===== config.mk =====
export PLATFORM = sky130hd
export DESIGN_NAME = autofire_button_pulser_unit_flat
export DESIGN_NICKNAME = d
export VERILOG_FILES = /design/src/sv/abp_pkg.sv /design/src/sv/abp_if.sv /design/src/sv/autofire_button_pulser_unit.sv /design/src/sv/abp_cfg_regs.sv /design/src/sv/abp_engine.sv /design/src/flat_wrapper.sv
export SDC_FILE = /design/constraint.sdc
export NUM_CORES = 1
export LEC_CHECK = 0
export BUFFER_PORTS_ARGS = -buffer_cell sky130_fd_sc_hd__buf_2
export CORE_MARGIN = 3
export CORE_UTILIZATION = 40
export DETAILED_ROUTE_END_ITERATION = 10
export PLACE_DENSITY = 0.65
export SYNTH_ARGS = -nofsm -noshare
export SYNTH_HDL_FRONTEND = slang
export SYNTH_SLANG_ARGS = --single-unit

===== constraint.sdc =====
create_clock -name clk_i -period 15.7 [get_ports clk_i]
set_input_delay 3.14 -clock clk_i [delete_from_list [all_inputs] [get_ports clk_i]]
set_output_delay 3.14 -clock clk_i [all_outputs]
set_load 0.01 [all_outputs]

===== src/sv/abp_pkg.sv =====
`timescale 1ns / 1ps
// ----------------------------------------------------------------------------
// abp_pkg
// Shared types, constants and helper functions of the autofire button pulser.
// ----------------------------------------------------------------------------
package abp_pkg;

  localparam int TimeW   = 32;
  localparam int CfgW    = 16;
  localparam int WinW    = 17;
  localparam int LfsrW   = 16;
  localparam int CfgIdxW = 3;

  localparam logic [LfsrW-1:0] LfsrTaps = 16'hB400;
  localparam logic [LfsrW-1:0] LfsrSeed = 16'hACE1;
  localparam logic [7:0]       JitterSpan = 8'd19;
  localparam logic [12:0]      JitterRecip = 13'd27;

  typedef enum logic [CfgIdxW-1:0] {
    RegFirstDelay   = 3'd0,
    RegRelease      = 3'd1,
    RegPress        = 3'd2,
    RegUsePrimary   = 3'd3,
    RegUseSecondary = 3'd4
  } cfg_idx_e;

  typedef enum logic [2:0] {
    StIdle   = 3'b001,
    StDelay  = 3'b010,
    StRepeat = 3'b100
  } st_e;

  typedef struct packed {
    logic [CfgW-1:0] first_delay_ms;
    logic [CfgW-1:0] release_ms;
    logic [CfgW-1:0] press_ms;
    logic            use_primary;
    logic            use_secondary;
  } cfg_t;

  typedef struct packed {
    logic [TimeW-1:0] now_ms;
    logic             primary_pushed;
    logic             secondary_pushed;
    logic             paused;
  } smp_t;

  typedef struct packed {
    logic active;
    logic force_release;
  } res_t;

  function automatic logic [LfsrW-1:0] lfsr_step(input logic [LfsrW-1:0] x);
    logic [LfsrW-1:0] s;
    s = x >> 1;
    if (x[0]) begin
      s = s ^ LfsrTaps;
    end
    return s;
  endfunction

  // Residue mod 19: fold by 256 == 9 (mod 19), then reciprocal estimate.
  function automatic logic [4:0] mod19(input logic [LfsrW-1:0] x);
    logic [11:0] a;
    logic [8:0]  b;
    logic [8:0]  c;
    logic [7:0]  d;
    logic [12:0] m;
    logic [3:0]  q;
    logic [7:0]  r;
    a = {1'b0, x[15:8], 3'b000} + 12'(x[15:8]) + 12'(x[7:0]);
    b = 9'({a[11:8], 3'b000}) + 9'(a[11:8]) + 9'(a[7:0]);
    c = 9'({b[8], 3'b000}) + 9'(b[8]) + 9'(b[7:0]);
    d = 8'(9'({c[8], 3'b000}) + 9'(c[8]) + 9'(c[7:0]));
    m = 13'(d) * JitterRecip;
    q = m[12:9];
    r = d - 8'(8'(q) * JitterSpan);
    return r[4:0];
  endfunction

endpackage


===== src/sv/abp_if.sv =====
`timescale 1ns / 1ps
// ----------------------------------------------------------------------------
// abp_sample_if / abp_result_if
// Valid/ready channels carrying button samples in and autofire results out.
// ----------------------------------------------------------------------------
interface abp_sample_if;
  logic                      valid;
  logic                      ready;
  logic [abp_pkg::TimeW-1:0] now_ms;
  logic                      primary_pushed;
  logic                      secondary_pushed;
  logic                      paused;

  modport source (output valid, output now_ms, output primary_pushed,
                  output secondary_pushed, output paused, input ready);
  modport sink   (input valid, input now_ms, input primary_pushed,
                  input secondary_pushed, input paused, output ready);
endinterface

interface abp_result_if;
  logic valid;
  logic ready;
  logic active;
  logic force_release;

  modport source (output valid, output active, output force_release, input ready);
  modport sink   (input valid, input active, input force_release, output ready);
endinterface


===== src/sv/autofire_button_pulser_unit.sv =====
`timescale 1ns / 1ps
// ----------------------------------------------------------------------------
// autofire_button_pulser_unit
// Turbo autofire: pulses a forced release of the target button while the
// configured button combination is held.
// ----------------------------------------------------------------------------
// Takes one sample word per clock while the result side accepts, and returns
// one result word per sample through the input register, then the result
// register. The rate of one word per cycle is set by the hold/repeat state
// update, applied once per accepted sample, so that each sample sees the
// state left by the one before it. Configuration registers hold their reset
// values right after reset; no clearing pass is needed.
module autofire_button_pulser_unit (
  input  logic                        clk_i,
  input  logic                        rst_ni,
  input  logic                        cfg_we_i,
  input  logic [abp_pkg::CfgIdxW-1:0] cfg_idx_i,
  input  logic [abp_pkg::CfgW-1:0]    cfg_wdata_i,
  abp_sample_if.sink                  sample_i,
  abp_result_if.source                result_o
);
  import abp_pkg::*;

  cfg_t cfg;
  smp_t smp_q;
  res_t res;
  res_t res_q;
  logic in_vld_q;
  logic out_vld_q;
  logic adv;

  abp_cfg_regs u_cfg (
    .clk_i       (clk_i),
    .rst_ni      (rst_ni),
    .cfg_we_i    (cfg_we_i),
    .cfg_idx_i   (cfg_idx_i),
    .cfg_wdata_i (cfg_wdata_i),
    .cfg_o       (cfg)
  );

  abp_engine u_engine (
    .clk_i  (clk_i),
    .rst_ni (rst_ni),
    .en_i   (adv),
    .smp_i  (smp_q),
    .cfg_i  (cfg),
    .res_o  (res)
  );

  assign adv            = in_vld_q && (!out_vld_q || result_o.ready);
  assign sample_i.ready = !in_vld_q || adv;

  always_ff @(posedge clk_i or negedge rst_ni) begin
    if (!rst_ni) begin
      in_vld_q  <= 1'b0;
      out_vld_q <= 1'b0;
    end else begin
      if (sample_i.ready) begin
        in_vld_q <= sample_i.valid;
      end
      if (adv) begin
        out_vld_q <= 1'b1;
      end else if (result_o.ready) begin
        out_vld_q <= 1'b0;
      end
    end
  end

  always_ff @(posedge clk_i) begin
    if (sample_i.ready && sample_i.valid) begin
      smp_q.now_ms           <= sample_i.now_ms;
      smp_q.primary_pushed   <= sample_i.primary_pushed;
      smp_q.secondary_pushed <= sample_i.secondary_pushed;
      smp_q.paused           <= sample_i.paused;
    end
    if (adv) begin
      res_q <= res;
    end
  end

  assign result_o.valid         = out_vld_q;
  assign result_o.active        = res_q.active;
  assign result_o.force_release = res_q.force_release;

  a_force_active: assert property (@(posedge clk_i) disable iff (!rst_ni)
    out_vld_q |-> (!res_q.force_release || res_q.active))
    else $error("force_release without active");

  a_adv_fills_out: assert property (@(posedge clk_i) disable iff (!rst_ni)
    adv |=> out_vld_q) else $error("advanced word missing from result stage");

  a_in_held: assert property (@(posedge clk_i) disable iff (!rst_ni)
    in_vld_q && !adv |=> in_vld_q && $stable(smp_q))
    else $error("pending input word dropped");

  a_paused_inactive: assert property (@(posedge clk_i) disable iff (!rst_ni)
    adv && smp_q.paused |=> !res_q.active)
    else $error("paused sample reported active");

endmodule


===== src/sv/abp_cfg_regs.sv =====
`timescale 1ns / 1ps
// ----------------------------------------------------------------------------
// abp_cfg_regs
// Configuration register file written through the plain write port.
// ----------------------------------------------------------------------------
module abp_cfg_regs (
  input  logic                            clk_i,
  input  logic                            rst_ni,
  input  logic                            cfg_we_i,
  input  logic [abp_pkg::CfgIdxW-1:0]     cfg_idx_i,
  input  logic [abp_pkg::CfgW-1:0]        cfg_wdata_i,
  output abp_pkg::cfg_t                   cfg_o
);
  import abp_pkg::*;

  cfg_t cfg_q;
  cfg_t cfg_d;

  always_comb begin
    cfg_d = cfg_q;
    if (cfg_we_i) begin
      unique case (cfg_idx_e'(cfg_idx_i))
        RegFirstDelay:   cfg_d.first_delay_ms = cfg_wdata_i;
        RegRelease:      cfg_d.release_ms     = cfg_wdata_i;
        RegPress:        cfg_d.press_ms       = cfg_wdata_i;
        RegUsePrimary:   cfg_d.use_primary    = cfg_wdata_i[0];
        RegUseSecondary: cfg_d.use_secondary  = cfg_wdata_i[0];
        default:         cfg_d = cfg_q;
      endcase
    end
  end

  always_ff @(posedge clk_i or negedge rst_ni) begin
    if (!rst_ni) begin
      cfg_q.first_delay_ms <= '0;
      cfg_q.release_ms     <= '0;
      cfg_q.press_ms       <= '0;
      cfg_q.use_primary    <= 1'b1;
      cfg_q.use_secondary  <= 1'b0;
    end else begin
      cfg_q <= cfg_d;
    end
  end

  assign cfg_o = cfg_q;

endmodule


===== src/sv/abp_engine.sv =====
`timescale 1ns / 1ps
// ----------------------------------------------------------------------------
// abp_engine
// Hold/delay/repeat state, window timing and LFSR jitter for one sample.
// ----------------------------------------------------------------------------
module abp_engine (
  input  logic          clk_i,
  input  logic          rst_ni,
  input  logic          en_i,
  input  abp_pkg::smp_t smp_i,
  input  abp_pkg::cfg_t cfg_i,
  output abp_pkg::res_t res_o
);
  import abp_pkg::*;

  st_e              st_q, st_d;
  logic [TimeW-1:0] phase_q, phase_d;
  logic [WinW-1:0]  rel_q, rel_d;
  logic [WinW-1:0]  prs_q, prs_d;
  logic [LfsrW-1:0] lfsr_q, lfsr_d;

  logic [TimeW-1:0] elapsed;
  logic [WinW:0]    cycle_end;
  logic             combo;
  logic [LfsrW-1:0] lfsr1, lfsr2, lfsr_new;
  logic [4:0]       jit_rel, jit_prs;
  logic [WinW-1:0]  win_rel, win_prs;
  logic             rel_odd, prs_odd;

  assign rel_odd   = cfg_i.release_ms[0];
  assign prs_odd   = cfg_i.press_ms[0];
  assign lfsr1     = lfsr_step(lfsr_q);
  assign lfsr2     = lfsr_step(lfsr1);
  assign jit_rel   = mod19(lfsr1);
  assign jit_prs   = mod19(rel_odd ? lfsr2 : lfsr1);
  assign win_rel   = WinW'(cfg_i.release_ms) + (rel_odd ? WinW'(jit_rel) : '0);
  assign win_prs   = WinW'(cfg_i.press_ms) + (prs_odd ? WinW'(jit_prs) : '0);
  assign lfsr_new  = (rel_odd && prs_odd) ? lfsr2 :
                     (rel_odd || prs_odd) ? lfsr1 : lfsr_q;

  assign elapsed   = smp_i.now_ms - phase_q;
  assign cycle_end = (WinW + 1)'(rel_q) + (WinW + 1)'(prs_q);

  assign combo = (cfg_i.use_primary && cfg_i.use_secondary &&
                  smp_i.primary_pushed && smp_i.secondary_pushed) ||
                 (!cfg_i.use_primary && smp_i.secondary_pushed) ||
                 (!cfg_i.use_secondary && smp_i.primary_pushed);

  always_comb begin
    st_d    = st_q;
    phase_d = phase_q;
    rel_d   = rel_q;
    prs_d   = prs_q;
    lfsr_d  = lfsr_q;
    res_o   = '0;
    if (!smp_i.paused && combo) begin
      res_o.active = 1'b1;
      unique case (st_q)
        StIdle: begin
          st_d    = StDelay;
          phase_d = smp_i.now_ms;
        end
        StDelay: begin
          if (elapsed > TimeW'(cfg_i.first_delay_ms)) begin
            st_d    = StRepeat;
            phase_d = smp_i.now_ms;
            rel_d   = win_rel;
            prs_d   = win_prs;
            lfsr_d  = lfsr_new;
          end
        end
        StRepeat: begin
          if (elapsed <= TimeW'(rel_q)) begin
            res_o.force_release = 1'b1;
          end else if (elapsed > TimeW'(cycle_end)) begin
            phase_d = smp_i.now_ms;
            rel_d   = win_rel;
            prs_d   = win_prs;
            lfsr_d  = lfsr_new;
          end
        end
        default: st_d = StIdle;
      endcase
    end else if (!smp_i.paused) begin
      st_d = StIdle;
    end
  end

  always_ff @(posedge clk_i or negedge rst_ni) begin
    if (!rst_ni) begin
      st_q    <= StIdle;
      phase_q <= '0;
      rel_q   <= '0;
      prs_q   <= '0;
      lfsr_q  <= LfsrSeed;
    end else if (en_i) begin
      st_q    <= st_d;
      phase_q <= phase_d;
      rel_q   <= rel_d;
      prs_q   <= prs_d;
      lfsr_q  <= lfsr_d;
    end
  end

  a_lfsr_nonzero: assert property (@(posedge clk_i) disable iff (!rst_ni)
    lfsr_q != '0) else $error("jitter LFSR reached the all-zero lock state");

  a_idle_no_force: assert property (@(posedge clk_i) disable iff (!rst_ni)
    st_q != StRepeat |-> !res_o.force_release)
    else $error("release forced outside repeat phase");

  a_frozen: assert property (@(posedge clk_i) disable iff (!rst_ni)
    en_i && smp_i.paused |=> $stable(st_q) && $stable(phase_q) && $stable(lfsr_q))
    else $error("state changed on a paused sample");

endmodule

===== src/flat_wrapper.sv =====
// flat-port wrapper written by rule: the top's interface ports become plain ports
module autofire_button_pulser_unit_flat import abp_pkg::*;
  (clk_i, rst_ni, cfg_we_i, cfg_idx_i, cfg_wdata_i, sample_i_valid, sample_i_now_ms, sample_i_primary_pushed, sample_i_secondary_pushed, sample_i_paused, sample_i_ready, result_o_valid, result_o_active, result_o_force_release, result_o_ready);
  abp_sample_if sample_i_i ();
  abp_result_if result_o_i ();
  input  logic clk_i;
  input  logic rst_ni;
  input  logic cfg_we_i;
  input  logic [abp_pkg::CfgIdxW-1:0] cfg_idx_i;
  input  logic [abp_pkg::CfgW-1:0] cfg_wdata_i;
  input wire logic [$bits(sample_i_i.valid)-1:0] sample_i_valid;
  input wire logic [$bits(sample_i_i.now_ms)-1:0] sample_i_now_ms;
  input wire logic [$bits(sample_i_i.primary_pushed)-1:0] sample_i_primary_pushed;
  input wire logic [$bits(sample_i_i.secondary_pushed)-1:0] sample_i_secondary_pushed;
  input wire logic [$bits(sample_i_i.paused)-1:0] sample_i_paused;
  output wire logic [$bits(sample_i_i.ready)-1:0] sample_i_ready;
  output wire logic [$bits(result_o_i.valid)-1:0] result_o_valid;
  output wire logic [$bits(result_o_i.active)-1:0] result_o_active;
  output wire logic [$bits(result_o_i.force_release)-1:0] result_o_force_release;
  input wire logic [$bits(result_o_i.ready)-1:0] result_o_ready;
  assign sample_i_i.valid = sample_i_valid;
  assign sample_i_i.now_ms = sample_i_now_ms;
  assign sample_i_i.primary_pushed = sample_i_primary_pushed;
  assign sample_i_i.secondary_pushed = sample_i_secondary_pushed;
  assign sample_i_i.paused = sample_i_paused;
  assign sample_i_ready = sample_i_i.ready;
  assign result_o_valid = result_o_i.valid;
  assign result_o_active = result_o_i.active;
  assign result_o_force_release = result_o_i.force_release;
  assign result_o_i.ready = result_o_ready;
  autofire_button_pulser_unit u_core (.clk_i(clk_i), .rst_ni(rst_ni), .cfg_we_i(cfg_we_i), .cfg_idx_i(cfg_idx_i), .cfg_wdata_i(cfg_wdata_i), .sample_i(sample_i_i), .result_o(result_o_i));
endmodule

==> results.md <==
- Via count: 11390
- Clock tree from TritonCTS: yes
- Highest clock rate: 68.43 MHz
- Sequential-to-total area share from yosys stat: 28.86%
- Most used standard cell by instance count after synthesis: ha_1
- Max transition margin: 20.45%
- Antenna violations before repair: 6
- Library cell occupying the most area in the post-synthesis netlist: dfrtp_1
- GRT Total Usage: 16.16%
- Area fraction of the dominant cell type after synthesis: 20.15%
- CP Class: flop to flop
- Slowest CP cell: dfstp_2
- Vertical die dimension: 204.6 um
- Post-synth top flop: dfrtp_1
- Number of gates resized after CTS: 0
- Minimum clock period after layout: 14.61 ns
- Area grow syn2layout: 8.218%
- Hold WC Path Type: flop to flop
- Hpwl dp: 26520 um
- Biggest cell delay along the critical path: 0.73 ns
- Avg Vias per Cell: 5.231
- Count of buffers added by post-CTS timing repair for setup: 0
- Synth cell count leaders: ha_1, inv_1, dfrtp_1
- Clock transition at the register clock pins on the worst setup and hold paths after CTS: 0.07 ns
- Clk sink count: 174
- Setup repair after global routing missed its margin: false
- Count of buffers from port buffering: 62
- Status: complete, no violations
- Final wirelength: 33700 um
- Global-route track usage on met3: 2.066%
- Avg WL per Cell: 15.48 um
- Skew-Pair Late Insertion Delay: 0.44 ns
- Cell type group with the largest total delay on the critical path: adder cells
- Met1 Use GR: 21.28%
- Number of warnings issued by yosys: 0
- Gpl congestion: 0.8944
- Required time of the worst setup path: 15.99 ns
- Type of origin of the critical path: flop
- Setup total negative slack: 0 ns
- Post-Syn Nets: 1926
- Leftover overflow at the end of global routing: 0
- TritonCTS Buffers: 17
- Fraction of met2 tracks used by global routing: 28.05%
- Post-route clock skew: 0.01137 ns
- Number of routed nets with antenna violations: 0
- DIE WIDTH: 204.6 um
- Maximum fanout count along the critical path: 15
- Library cells used by synthesis: 87
- Critical Path Sink Type: flop
- Starting density of the core: 40.63%
- Starting DRT DRC Count: 551
- Critical path buffer and inverter count: 6
- Buffer cell driving the clock tree root: clkbuf_16
- Pre-Repair DR Iteration Count: 5
- Count of standard-cell rows: 72
- Reported max-cap violation count: 0
- Most utilized layer in the global route result: met2
- I/O pin count: 63
- Number of slew-limit violations in the final report: 0
- Number of setup violations in the final report: 0
- CTS Buffer Depth: 2
- Most used cell, CP: ha_1
- Final cycle utilization of the critical path: 93.08%
- Mean instance size in the synthesized netlist: 9.890 um^2
- Final hold violation count: 0
- Number of enable flip-flop cells after synthesis: 37
- Core region area: 0.03883 mm^2
- Layout cell share with drive strength beyond 1: 14.32%
- Leading cell types by total area after synthesis: dfrtp_1, ha_1, edfxtp_1, mux2_2, xnor2_1
- Async set-or-reset flop fraction in the synthesized netlist: 78.74%
- Largest net degree at the start of global routing: 72
- Flops & latches, synth: 174
- Via count of the first global-routing pass: 11330
- Die outline area: 0.04185 mm^2
- Fillers: 3695
- Synth Instances: 1595
- Summed instance area of the synthesized netlist: 0.01577 mm^2
- # hold bufs at CTS: 0
- Actual slew at the worst max-slew pin: 1.191 ns
- Maximum level of the CTS H-tree: 4
- Wire length of the first global-routing pass: 55520 um
- Final layout net count: 1973
- Drt drc: 0
- WP data arrival: 14.91 ns
==> cell type report <==
type	count	area, um^2	area share [%]
multi-input cells	1191	10210	59.82
flip-flops and latches	174	4552	26.67
inverters	189	709.4	4.156
well taps	518	648.1	3.797
clock buffers	23	499.2	2.925
repair buffers	69	369.1	2.162
clock inverters	9	71.32	0.4178
diodes	4	10.01	0.05864
==> routing by layer <==
| metal | share of wire (%) | wire (um) |
|---|---|---|
| met5 | 0.080 | 27 |
| met4 | 1.5 | 516 |
| met3 | 2.8 | 958 |
| met2 | 48 | 16270 |
| met1 | 47 | 15930 |
==> state kept, by name (all words and copies together) (netlist names) <==
signal                         cells
u_core.in_vld_q                    1
u_core.result_o.active             1
u_core.result_o.force_release      1
u_core.result_o.valid              1
u_core.smp_q                      35
u_core.u_cfg.cfg_o                50
u_core.u_engine.lfsr_q            16
u_core.u_engine.phase_q           32
u_core.u_engine.prs_q             17
u_core.u_engine.rel_q             17
u_core.u_engine.st_q               3
==> cell families (layout without fill, tap and decap cells) <==
kind of cell / after synthesis / count (layout) / synth area share (%)
AOI/OAI and AO/OA: 333 / 333 / 14.02
xor gates and xnor gates: 165 / 165 / 9.249
adders and majority gates: 275 / 275 / 23.34
buffers and inverters: 230 / 290 / 6.663
DFF: 174 / 174 / 28.86
muxes: 113 / 113 / 7.924
other: 0 / 4 / 0
and+or+nand+nor: 305 / 305 / 9.955
==> metrics by stage <==
stage	instances	cell area (um^2)	setup slack (ns)	utilization (%)	hold WS [ns]
floorplan	1595	15770	2.807	-	0.4569
global placement	2141	16490	1.631	42.47	0.4714
detailed placement	2141	16490	1.150	42.47	0.4814
CTS	2173	17060	1.088	43.94	0.5067
global route	2175	17070	0.008562	43.95	0.5236
finish	2177	17070	1.086	43.96	0.5021
==> layout by cell type, fill, tap and decap left out, types with 8 or more instances in the layout <==
| master | instances |
|---|---|
| ha_1 | 239 |
| inv_1 | 189 |
| dfrtp_1 | 127 |
| xnor2_1 | 93 |
| a21oi_1 | 92 |
| mux2_2 | 83 |
| nand2_1 | 78 |
| xor2_1 | 71 |
| o21ai_0 | 69 |
| nor2_1 | 61 |
| buf_2 | 61 |
| a21o_1 | 46 |
| edfxtp_1 | 37 |
| fa_1 | 33 |
| nand3_1 | 30 |
| mux2i_1 | 27 |
| nor2b_1 | 22 |
| o21bai_1 | 20 |
| o22a_2 | 20 |
| clkbuf_16 | 18 |
| nor3_1 | 17 |
| nand2b_1 | 16 |
| nand4_1 | 15 |
| a211oi_1 | 12 |
| and2_1 | 12 |
| a31oi_1 | 11 |
| dfstp_2 | 10 |
| o21a_1 | 8 |
| and3_1 | 8 |
==> worst reg2reg max path, delay by kind of cell (launching register included) <==
kind,cells,cell delay (ns)
fa+ha+maj,16,5.23
compound gates,20,4.16
xor+xnor,7,1.95
simple gates,14,1.95
flops,1,0.73
buf+inv,6,0.36
mux,1,0.08
==> worst paths after layout <==
check / from / end / slack (ns) / cells after the start
min in group asynchronous: rst_ni / u_core.u_cfg.cfg_o[12] / 2.72 / 1
worst min-delay path: u_core.u_engine.phase_q[4] / u_core.u_engine.phase_q[4] / 0.50 / 1
worst max-delay path: u_core.u_engine.lfsr_q[0] / u_core.u_engine.rel_q[15] / 1.09 / 64
worst max register to register: u_core.u_engine.lfsr_q[0] / u_core.u_engine.rel_q[15] / 1.09 / 64
max in group asynchronous: rst_ni / u_core.u_engine.phase_q[1] / 11.64 / 2
worst min register to register: u_core.u_engine.phase_q[4] / u_core.u_engine.phase_q[4] / 0.50 / 1
Power is left out: the tool's default activity adds up to more than one toggle a clock period on the data nets, which glitch-free logic cannot reach.
